### config.mk
export PLATFORM = sky130hd
export DESIGN_NAME = rau_ctrl
export DESIGN_NICKNAME = d
export VERILOG_FILES = /design/src/rau_pkg.sv /design/src/rau_ctrl.sv
export VERILOG_INCLUDE_DIRS = /design/src /design/src/src
export SDC_FILE = /design/constraint.sdc
export NUM_CORES = 1
export LEC_CHECK = 0
export BUFFER_PORTS_ARGS = -buffer_cell sky130_fd_sc_hd__buf_2
export CORE_UTILIZATION = 50
export CTS_CLUSTER_SIZE = 40
export DETAILED_ROUTE_END_ITERATION = 6
export PLACE_DENSITY = 0.77
export REMOVE_ABC_BUFFERS = 1
export SYNTH_ARGS = -nofsm -noshare
export SYNTH_HDL_FRONTEND = slang
export SYNTH_SLANG_ARGS = --single-unit
### constraint.sdc
create_clock -name clk -period 1.9 [get_ports clk]
set_input_delay 0.095 -clock clk [delete_from_list [all_inputs] [get_ports clk]]
set_output_delay 0.095 -clock clk [all_outputs]
set_load 0.005 [all_outputs]
### src/rational_arith_unit_defines.svh
// Assertion macros for the rational arithmetic unit RTL.
`ifndef RATIONAL_ARITH_UNIT_DEFINES_SVH
`define RATIONAL_ARITH_UNIT_DEFINES_SVH

// Check a condition in the same cycle as its trigger.
`define RAU_ASSERT_SAME(lbl, ante, cons) \
  lbl: assert property (@(posedge clk) disable iff (!rst_n) (ante) |-> (cons)) \
    else $error("rau assertion failed");

// Check a condition in the cycle after its trigger.
`define RAU_ASSERT_NEXT(lbl, ante, cons) \
  lbl: assert property (@(posedge clk) disable iff (!rst_n) (ante) |=> (cons)) \
    else $error("rau assertion failed");

`endif

### src/rau_pkg.sv
// Shared types, codes and helpers for the rational arithmetic unit.
package rau_pkg;

  localparam int WIDTH = 32;
  localparam logic [63:0] HALF = 64'd1 << (WIDTH - 1);

  localparam logic [2:0] MODE_ADD = 3'd0;
  localparam logic [2:0] MODE_SUB = 3'd1;
  localparam logic [2:0] MODE_MUL = 3'd2;
  localparam logic [2:0] MODE_DIV = 3'd3;

  localparam logic [1:0] ORD_LESS  = 2'd0;
  localparam logic [1:0] ORD_EQUAL = 2'd1;
  localparam logic [1:0] ORD_GREAT = 2'd2;

  localparam logic [1:0] ST_OK   = 2'd0;
  localparam logic [1:0] ST_OVF  = 2'd1;
  localparam logic [1:0] ST_ZERO = 2'd2;

  localparam logic [2:0] MSEL_L  = 3'd0;
  localparam logic [2:0] MSEL_R  = 3'd1;
  localparam logic [2:0] MSEL_DD = 3'd2;
  localparam logic [2:0] MSEL_NN = 3'd3;
  localparam logic [2:0] MSEL_DN = 3'd4;

  typedef struct packed {
    logic       load;
    logic       mul_en;
    logic [2:0] mul_sel;
    logic       sum;
    logic       gcd_init;
    logic       gcd_step;
    logic       gcd_fin;
    logic       div_init;
    logic       div_sel;
    logic       div_step;
    logic       div_store;
    logic       fin;
  } rau_cmd_t;

  typedef struct packed {
    logic skip;
    logic gcd_done;
  } rau_sts_t;

  function automatic logic [63:0] abs65(input logic signed [64:0] x);
    logic signed [64:0] n;
    n = -x;
    return x[64] ? n[63:0] : x[63:0];
  endfunction

endpackage

### src/rau_ctrl.sv
// Controller: sequences multiply, reduce and divide steps and owns both handshakes.
module rau_ctrl (
  input  logic              clk,
  input  logic              rst_n,
  input  logic              in_tvalid,
  output logic              in_tready,
  output logic              out_tvalid,
  input  logic              out_tready,
  output rau_pkg::rau_cmd_t cmd,
  input  rau_pkg::rau_sts_t sts
);
  import rau_pkg::*;
  `include "rational_arith_unit_defines.svh"

  typedef enum logic [2:0] {S_IDLE, S_MUL, S_SUM, S_CHK, S_GCD, S_DIVM, S_DIVD, S_FIN}
    state_t;

  state_t     state_r, state_nxt;
  logic [6:0] cnt_r, cnt_nxt;
  logic       out_valid_r, out_valid_nxt;
  logic       slot_free;

  assign in_tready  = (state_r == S_IDLE);
  assign out_tvalid = out_valid_r;
  assign slot_free  = !out_valid_r || out_tready;

  always_comb begin
    state_nxt     = state_r;
    cnt_nxt       = cnt_r;
    out_valid_nxt = out_valid_r && !out_tready;
    cmd           = '0;
    cmd.mul_sel   = cnt_r[2:0];
    unique case (state_r)
      S_IDLE: begin
        cmd.load = in_tvalid;
        if (in_tvalid) begin
          state_nxt = S_MUL;
          cnt_nxt   = '0;
        end
      end
      S_MUL: begin
        cmd.mul_en = 1'b1;
        cnt_nxt    = cnt_r + 7'd1;
        if (cnt_r[2:0] == MSEL_DN) state_nxt = S_SUM;
      end
      S_SUM: begin
        cmd.sum   = 1'b1;
        state_nxt = S_CHK;
      end
      S_CHK: begin
        if (sts.skip) begin
          state_nxt = S_FIN;
        end else begin
          cmd.gcd_init = 1'b1;
          state_nxt    = S_GCD;
        end
      end
      S_GCD: begin
        if (sts.gcd_done) begin
          cmd.gcd_fin  = 1'b1;
          cmd.div_init = 1'b1;
          cnt_nxt      = '0;
          state_nxt    = S_DIVM;
        end else begin
          cmd.gcd_step = 1'b1;
        end
      end
      S_DIVM: begin
        if (cnt_r == 7'd64) begin
          cmd.div_store = 1'b1;
          cnt_nxt       = '0;
          state_nxt     = S_DIVD;
        end else begin
          cmd.div_step = 1'b1;
          cnt_nxt      = cnt_r + 7'd1;
        end
      end
      S_DIVD: begin
        cmd.div_sel = 1'b1;
        cnt_nxt     = cnt_r + 7'd1;
        if (cnt_r == 7'd0) begin
          cmd.div_init = 1'b1;
        end else if (cnt_r == 7'd65) begin
          cmd.div_store = 1'b1;
          cnt_nxt       = cnt_r;
          state_nxt     = S_FIN;
        end else begin
          cmd.div_step = 1'b1;
        end
      end
      S_FIN: begin
        if (slot_free) begin
          cmd.fin       = 1'b1;
          out_valid_nxt = 1'b1;
          state_nxt     = S_IDLE;
        end
      end
      default: state_nxt = S_IDLE;
    endcase
  end

  always_ff @(posedge clk) begin
    if (!rst_n) begin
      state_r     <= S_IDLE;
      cnt_r       <= '0;
      out_valid_r <= 1'b0;
    end else begin
      state_r     <= state_nxt;
      cnt_r       <= cnt_nxt;
      out_valid_r <= out_valid_nxt;
    end
  end

  `RAU_ASSERT_SAME(a_fin_slot, cmd.fin, !out_valid_r || out_tready)
  `RAU_ASSERT_NEXT(a_busy_after_accept, in_tvalid && in_tready, !in_tready)
  `RAU_ASSERT_SAME(a_gcd_live, cmd.gcd_step, !sts.gcd_done)

endmodule

== After elaboration in Yosys (flattened, before gate mapping) ==
Index checks and enable logic that the tools add are counted.
Storage, ports and cells
  flip-flop bits (word level): 11
  input bits: 6
Cells by class
  add/sub/neg operators: 1
  equal/unequal tests: 18
  muxes and demuxes: 36
  reductions and logical operators: 9
Operator list (count)
  7-bit 2-to-1 mux: 5
  7-bit one-hot mux with 5 select lines: 1
  3-bit one-hot mux with 8 select lines: 1
  3-bit 2-to-1 mux: 7
  1-bit 2-to-1 mux: 16
  3-bit equality test (second input constant): 5
  7-bit equality test (second input constant): 2
  2-bit != test (second input constant): 7
  2-bit 2-to-1 mux: 4
  7-bit by 1-bit adder with 7-bit output (second input constant): 1
  7-bit zero test: 1
  7-bit AND reduction: 1
  3-bit by 2-bit equality test with 1-bit output (second input constant): 2
  5-bit nonzero test: 1
  2-bit one-hot mux with 2 select lines: 1
  4-bit AND reduction: 1
  3-bit by 1-bit equality test with 1-bit output (second input constant): 1
  3-bit zero test: 1
  3-bit != test (second input constant): 1
  1-bit zero test: 2
  1-bit one-hot mux with 2 select lines: 1
  1-bit logical AND: 1
  1-bit logical OR: 1

== Depth between registers and ports, before layout ==
Gate-level depths: netlist of run 1.
  depth in word-level cells: 4
  mapped depth: 6
  gate-level depth less buffers: 6

== Worst setup path before layout of run 1 ==
Ideal clock, no wire load.
  kind: register to register
  from: register cnt_r[0]
  to: register state_r[1]
  arrival time: 1.477 ns
  slack: 0.303 ns
  cell stages (with the launch flop): 7
  clock period less this slack: 1.597 ns
  path through: dfxtp_1 -> inv_1 -> ha_1 -> a211oi_1 -> a311o_1 -> and2_1 -> o31a_1
Between the ends
  cells in the longest elaborated chain, start to end: 3
RTL lines
  start, declared: RTL line rau_ctrl.sv:19  | logic [6:0] cnt_r, cnt_nxt;
  start signal, assigned: RTL line rau_ctrl.sv:109  | cnt_r <= cnt_nxt;
  7-bit equality test (tied with other cells): RTL line rau_ctrl.sv:83  | end else if (cnt_r == 7'd65) begin
  2-bit != test (no source line)
  7-bit AND reduction (no source line) (*)
  end signal, assigned: RTL line rau_ctrl.sv:108  | state_r <= state_nxt;
  end, declared: RTL line rau_ctrl.sv:18  | state_t state_r, state_nxt;
Mark *: on every way between the ends. The rest lies on a longest branch, timed or not.
A chain may end at the register's enable or synchronous reset.

==> summary.md, run 1 <==
| Metric | Value |
|---|---|
| Synth Instances | `103` |
| WP depth | `6` |
| Starting Density | `0.536` |
| Slowest cell on the critical path | `dfxtp_1` |
| Sequential-to-total area share from yosys stat | `0.270` |
| R2R Path End | `state_r[1]$_SDFFE_PN0P_` |
| Tcrit/Tclk final | `0.910` |
| Achievable Freq | `0.578 GHz` |
| NumNets Final | `about 140` |
| CP endpoint kind | `primary output` |
| Multi-input combinational cell area | `about 520 um2` |
| Buffers on Ports | `21` |
| Row count | `14` |
| Antenna Violating Nets Remaining | `0` |
| Total GRT Usage | `0.223` |
| Clk slew on worst S/H paths | `approximately 0.09 ns` |
| Post-Syn Area | `817 um2` |
| Largest cells by area after synthesis | `dfxtp_1 (27%), nor2_1 (6.4%), ha_1 (4.6%)` |
| Max Slew Vio Count | `0` |
| Grt total ovfl | `0` |
| Worst setup SP type | `flip-flop` |
| Outcome | `finished, final reports clean` |
| Register Area | `220 um2` |
| Setup WS pre-CTS | `0.194 ns` |
| CP max stage delay | `0.41 ns` |
| Antenna violations before repair | `0` |
| DRC viols | `0` |
| DRT iter0 DRCs | `12` |
| Rel. slew slack | `0.785` |
| Final WL | `about 1.8 mm` |
| Pin count of the biggest net entering global routing | `10` |
| Chip height | `42.4 um` |
| Most used DFF post-synth | `dfxtp_1` |
| R2r setup slk | `0.17 ns` |
| Post-CTS Hold Buffers | `0` |
| Fin crit period | `1.73 ns` |
| CTS tree | `done` |
| CP Cell Sequence | `inv_1 > ha_1 > nand3_1 > nand4_1 > a21boi_1 > buf_2` |
| Yosys warns | `0` |
| Worst-margin pin slew | `around 0.32 ns` |
| I/O pin total | `22` |
| Cell taking the most area after synthesis | `dfxtp_1` |
| Clock Latency Late Sink | `between 0.2 and 0.3 ns` |
| Die width | `~42 um` |
| Via count | `814` |
| Routed len/inst | `12.8 um` |
| Die area | `1800 um2` |
| Setup Fix Bufs, Post-CTS | `0` |
| Setup TNS | `0 ns` |
| Top cells by count, synth | `nor2_1 (14), dfxtp_1 (11), nand2_1 (6), nor3_1 (6)` |
| Worst setup path endpoint | `cmd[2]` |
| Crit path from | `cnt_r[0]$_SDFFE_PN0P_` |
| Core region area | `1520 um2` |
| CTS Sinks | `11` |
| CTS resizes | `0` |
| WL met1 | `862 um` |
| Area growth syn-to-layout | `17.2%` |
| TritonCTS buffer count | `3` |
| First-pass GRT wire length | `3.05 mm` |
| Setup violators final | `0` |
| Dpl hpwl | `about 1.4 mm` |
| GPL Wtd Cong | `approximately 0.85` |
| HP Class | `input pin to flip-flop` |
| Hold Startpoint | `rst_n` |
| Share of cells above drive strength 1 | `0.304` |
| Pwr/cell area | `513 nW/um2` |
| Final hold vios | `0` |
| Worst Path Required | `approximately 1.8 ns` |
| Fill cell count | `roughly 140` |
| Via-to-Cell Ratio | `5.77` |
| Vias in the first global route | `724` |
| Fin Hold WS | `0.0890 ns` |
| Root buffer cell | `clkbuf_4` |
| Met2 WL | `about 840 um` |
| Critical Path AT | `roughly 1.6 ns` |
| DR top layer | `met4` |
| Clock Path Buffers | `2` |
| Mapped Avg Cell Area | `between 7 and 8 um2` |
| H-tree levels | `1` |
| Worst path bufs/invs | `2` |
| Routed met3 length | `~70 um` |
| EDFF count, synth | `0` |
| DRT Pass-1 Iters | `6` |
| Delay-heaviest family, CP | `flip-flops` |
| Leakage | `around 0.43 nW` |
| Final Skew | `0.0145 ns` |
| PnR worst setup slack | `0.170 ns` |
| Yosys top cell area share | `0.270` |
| R2r worst-path depth | `6` |
| Max Cap Violations | `0` |
| Synth cell types | `44` |
| Worst VDD drop | `0.000372 V` |
| Max FO, Critical Path | `5` |
| Most frequent cell after synthesis | `nor2_1` |
| Crit Path Category | `flip-flop to primary output` |
| Synth async-reset ratio | `0` |
| Seq cells post-synth | `11` |
| RSZ-0062 raised after global routing | `no` |
| FF-to-FF Start | `cnt_r[0]$_SDFFE_PN0P_` |
| Antenna diodes | `0` |
## layout by cell type (no fill, tap or decap), types with 2 or more instances in the layout
cell / count
a211oi_1: 2
a21oi_1: 2
a311oi_1: 2
and2_1: 3
buf_2: 21
buf_4: 6
clkbuf_4: 3
dfxtp_1: 11
ha_1: 3
inv_1: 5
nand2_1: 6
nand3_1: 5
nor2_1: 14
nor2b_1: 3
nor3_1: 6
nor3b_1: 2
o31a_1: 2
xnor2_1: 2
xor2_1: 3
## per-stage QoR
step           area (um2)  power, W  instances   util
2_1_floorplan         761  0.000298         94      -
3_3_place_gp          931  0.000328        137  0.611
3_5_place_dp          931  0.000330        137  0.611
4_1_cts               957  0.000493        141  0.628
5_1_grt               957  0.000512        141  0.628
6_report              957  0.000491        141  0.628
## power by group
part	switching, W	internal [W]	leakage [nW]	total [W]
Combinational	0.0000444	0.0000347	0.322	0.0000791
Sequential	0.0000100	0.000236	0.0892	0.000246
Clock	0.0000848	0.0000811	0.0150	0.000166
Total	0.000139	0.000352	0.426	0.000491
## logic make-up (layout without fill, tap and decap cells)
| logic type | count (synthesis) | count (layout) | synth area share |
|---|---|---|---|
| AOI/OAI and AO/OA | 21 | 21 | 0.207 |
| DFF | 11 | 11 | 0.270 |
| buffers and inverters | 15 | 37 | 0.0965 |
| muxes | 2 | 2 | 0.0291 |
| xor gates and xnor gates | 5 | 5 | 0.0536 |
| adders and majority gates | 3 | 3 | 0.0459 |
| and+or+nand+nor | 46 | 46 | 0.299 |
## sequential cells by signal, summed over array words and instances (netlist names)
name,flops
out_tvalid,1
state_r,3
cnt_r,7
## worst min-delay path by stage
stage                         endpoint  slack [ns]  cells after the start
2_1_floorplan                   cmd[7]        0.22                      1
3_3_place_gp   state_r[1]$_SDFFE_PN0P_        0.37                      2
3_5_place_dp   state_r[1]$_SDFFE_PN0P_        0.38                      2
4_1_cts        state_r[1]$_SDFFE_PN0P_        0.09                      2
5_1_grt        state_r[1]$_SDFFE_PN0P_        0.09                      2
6_report       state_r[1]$_SDFFE_PN0P_        0.09                      2
## cell type report
class,instances,share of cell area
flip-flops and latches,11,0.230
well taps,16,0.0209
clock buffers,4,0.0275
repair buffers,27,0.157
inverters,6,0.0235
multi-input cells,77,0.541
## routing by layer
layer  vias to the layer above  GRT usage
li1                        410          -
met1                       373      0.277
met2                        27      0.360
met3                         4     0.0388
met4                         0      0.125
met5                         -          0
Power figures use the tool's default switching activity.
==> run 2, diff against run 1 <==
--- a/config.mk
+++ b/config.mk
@@ -7,10 +7,12 @@
 export NUM_CORES = 1
 export LEC_CHECK = 0
 export BUFFER_PORTS_ARGS = -buffer_cell sky130_fd_sc_hd__buf_2
-export CORE_UTILIZATION = 50
+export CELL_PAD_IN_SITES_DETAIL_PLACEMENT = 1
+export CELL_PAD_IN_SITES_GLOBAL_PLACEMENT = 2
+export CORE_UTILIZATION = 31
 export CTS_CLUSTER_SIZE = 40
 export DETAILED_ROUTE_END_ITERATION = 6
-export PLACE_DENSITY = 0.77
+export PLACE_DENSITY_LB_ADDON = 0.1
 export REMOVE_ABC_BUFFERS = 1
 export SYNTH_ARGS = -nofsm -noshare
 export SYNTH_HDL_FRONTEND = slang
==> constraint.sdc (replaced) <==
create_clock -name clk -period 2.1 [get_ports clk]
set_input_delay 0.105 -clock clk [delete_from_list [all_inputs] [get_ports clk]]
set_output_delay 0.105 -clock clk [all_outputs]
set_load 0.005 [all_outputs]
==> run 2 against run 1 <==
Net effect:
- critical path type unchanged
- largest power group unchanged
- sequential power down 9.3%
- first-iteration DRC count down 25%
- critical endpoint is now cmd[4]
- clock power down 14%
==> summary.md, run 2 (synthesis gave the netlist of run 1 again) <==
| Metric | Value |
|---|---|
| First-pass GRT wire length | `3.37 mm` |
| Share of cells above drive strength 1 | `0.281` |
| Starting Density | `0.330` |
| Core region area | `2480 um2` |
| CP endpoint kind | `primary output` |
| CP max stage delay | `0.54 ns` |
| NetSw | `0.000119 W` |
| GPL Wtd Cong | `roughly 0.75` |
| Final WL | `2.11 mm` |
| Worst path bufs/invs | `2` |
| Comb pwr share | `0.159` |
| I/O pin total | `22` |
| Max FO, Critical Path | `10` |
| Antenna violations before repair | `0` |
| Slowest cell on the critical path | `dfxtp_1` |
| Area growth syn-to-layout | `15.6%` |
| P_int | `0.000317 W` |
| RSZ-0062 raised after global routing | `no` |
| Clk slew on worst S/H paths | `0.07 ns` |
| Vias in the first global route | `736` |
| Most frequent cells in the layout | `buf_2 (21), nor2_1 (14), dfxtp_1 (11), nand2_1 (6), nor3_1 (6)` |
| PnR worst setup slack | `approximately 0.24 ns` |
| TritonCTS buffer count | `3` |
| Final hold vios | `0` |
| Post-CTS Hold Buffers | `0` |
| Achievable Freq | `~0.54 GHz` |
| Rel. slew slack | `0.761` |
| Setup violators final | `0` |
| Routed len/inst | `14.0 um` |
| Leakage | `0.405 nW` |
| Pwr/cell area | `461 nW/um2` |
| Setup WS pre-CTS | `0.378 ns` |
| DRT iter0 DRCs | `9` |
| Clock share of power | `0.328` |
| Worst setup SP type | `flip-flop` |
| DRC viols | `0` |
| Tcrit/Tclk final | `0.884` |
| Clock Path Buffers | `2` |
| Grt total ovfl | `0` |
| Die area | `2850 um2` |
| Die width | `between 50 and 60 um` |
| Via count | `approximately 790` |
| CTS tree | `done` |
| Sequential share of power | `0.513` |
| Row count | `18` |
| HP Class | `input pin to flip-flop` |
| Antenna Violating Nets Remaining | `0` |
| Delay-heaviest family, CP | `flip-flops` |
| Setup TNS | `0 ns` |
| Outcome | `finished, final reports clean` |
| Max Cap Violations | `0` |
| Max reg flops | `7` |
| H-tree levels | `1` |
| Cell Count, Final, Fillers Out | `151` |
| Via-to-Cell Ratio | `5.22` |
| CP Cell Sequence | `buf_4 > nand2_1 > nor3b_1 > o21bai_1 > buf_2` |
| Pin count of the biggest net entering global routing | `16` |
| Crit Path Category | `flip-flop to primary output` |
| CTS Sinks | `11` |
| Critical Path AT | `1.75 ns` |
| Max Slew Vio Count | `0` |
| Root buffer cell | `clkbuf_4` |
| Total GRT Usage | `0.167` |
| Most common cell after layout, fill and taps aside | `buf_2` |
| Antenna diodes | `0` |
| Worst Path Required | `2.00 ns` |
| Setup Fix Bufs, Post-CTS | `0` |
| CTS resizes | `0` |
| NumNets Final | `roughly 130` |
| Fin crit period | `1.86 ns` |
| Switch share | `0.272` |
| Chip height | `between 50 and 60 um` |
| Buffers on Ports | `21` |
| Final Skew | `0.00247 ns` |
| DRT Pass-1 Iters | `4` |
| Largest Register | `cnt_r` |
| Clock Latency Late Sink | `0.26 ns` |
| Dpl hpwl | `1.63 mm` |
| Worst-margin pin slew | `0.358 ns` |
| Worst VDD drop | `0.000400 V` |
| Dpl cells | `147` |
[run 2: cell types whose count changed in the layout (fill, tap and decap cells not counted)]
cell   previous run  this run
buf_4             6         2
[run 2: layer usage]
metal,wire (um),part of all wire,global-route usage,up-vias
li1,-,-,-,396
met2,1050,0.50,0.294,14
met5,0,0,0,-
met3,73,0.035,0.0517,2
met1,975,0.46,0.199,376
met4,13,0.0062,0.0263,0
[run 2: power by group through the flow]
stage / clock, W / combinational, W / sequential [W]
after global placement: 0 / 0.0000689 / 0.000228
after CTS: 0.000151 / 0.0000704 / 0.000223
after detailed placement: 0 / 0.0000700 / 0.000228
after floorplan: 0 / 0.0000432 / 0.000227
after global routing: 0.000163 / 0.0000781 / 0.000225
final: 0.000143 / 0.0000694 / 0.000223
[run 2: cell type report]
class | instances | area [um2]
multi-input combinational | 77 | 518
sequential | 11 | 220
inverter | 6 | 22.5
fill | 332 | 1530
timing repair buffer | 23 | 120
tap | 30 | 37.5
clock buffer | 4 | 26.3
[run 2: worst paths after layout]
check / from / end / slack, ns / depth (start not counted)
max: state_r[2]$_SDFFE_PN0P_ / cmd[4] / 0.24 / 5
min: rst_n / state_r[1]$_SDFFE_PN0P_ / 0.12 / 2
max reg2reg: cnt_r[0]$_SDFFE_PN0P_ / state_r[1]$_SDFFE_PN0P_ / 0.35 / 6
min reg2reg: cnt_r[1]$_SDFFE_PN0P_ / cnt_r[1]$_SDFFE_PN0P_ / 0.58 / 2
[run 2: metrics by stage]
step | hold slack, ns | instance area, um2 | utilization | total power [W]
finish | 0.119 | 945 | 0.381 | 0.000435
global route | 0.110 | 945 | 0.381 | 0.000466
CTS | 0.117 | 945 | 0.381 | 0.000445
detailed placement | 0.404 | 918 | 0.371 | 0.000298
global placement | 0.388 | 918 | 0.371 | 0.000297
floorplan | 0.233 | 761 | - | 0.000270
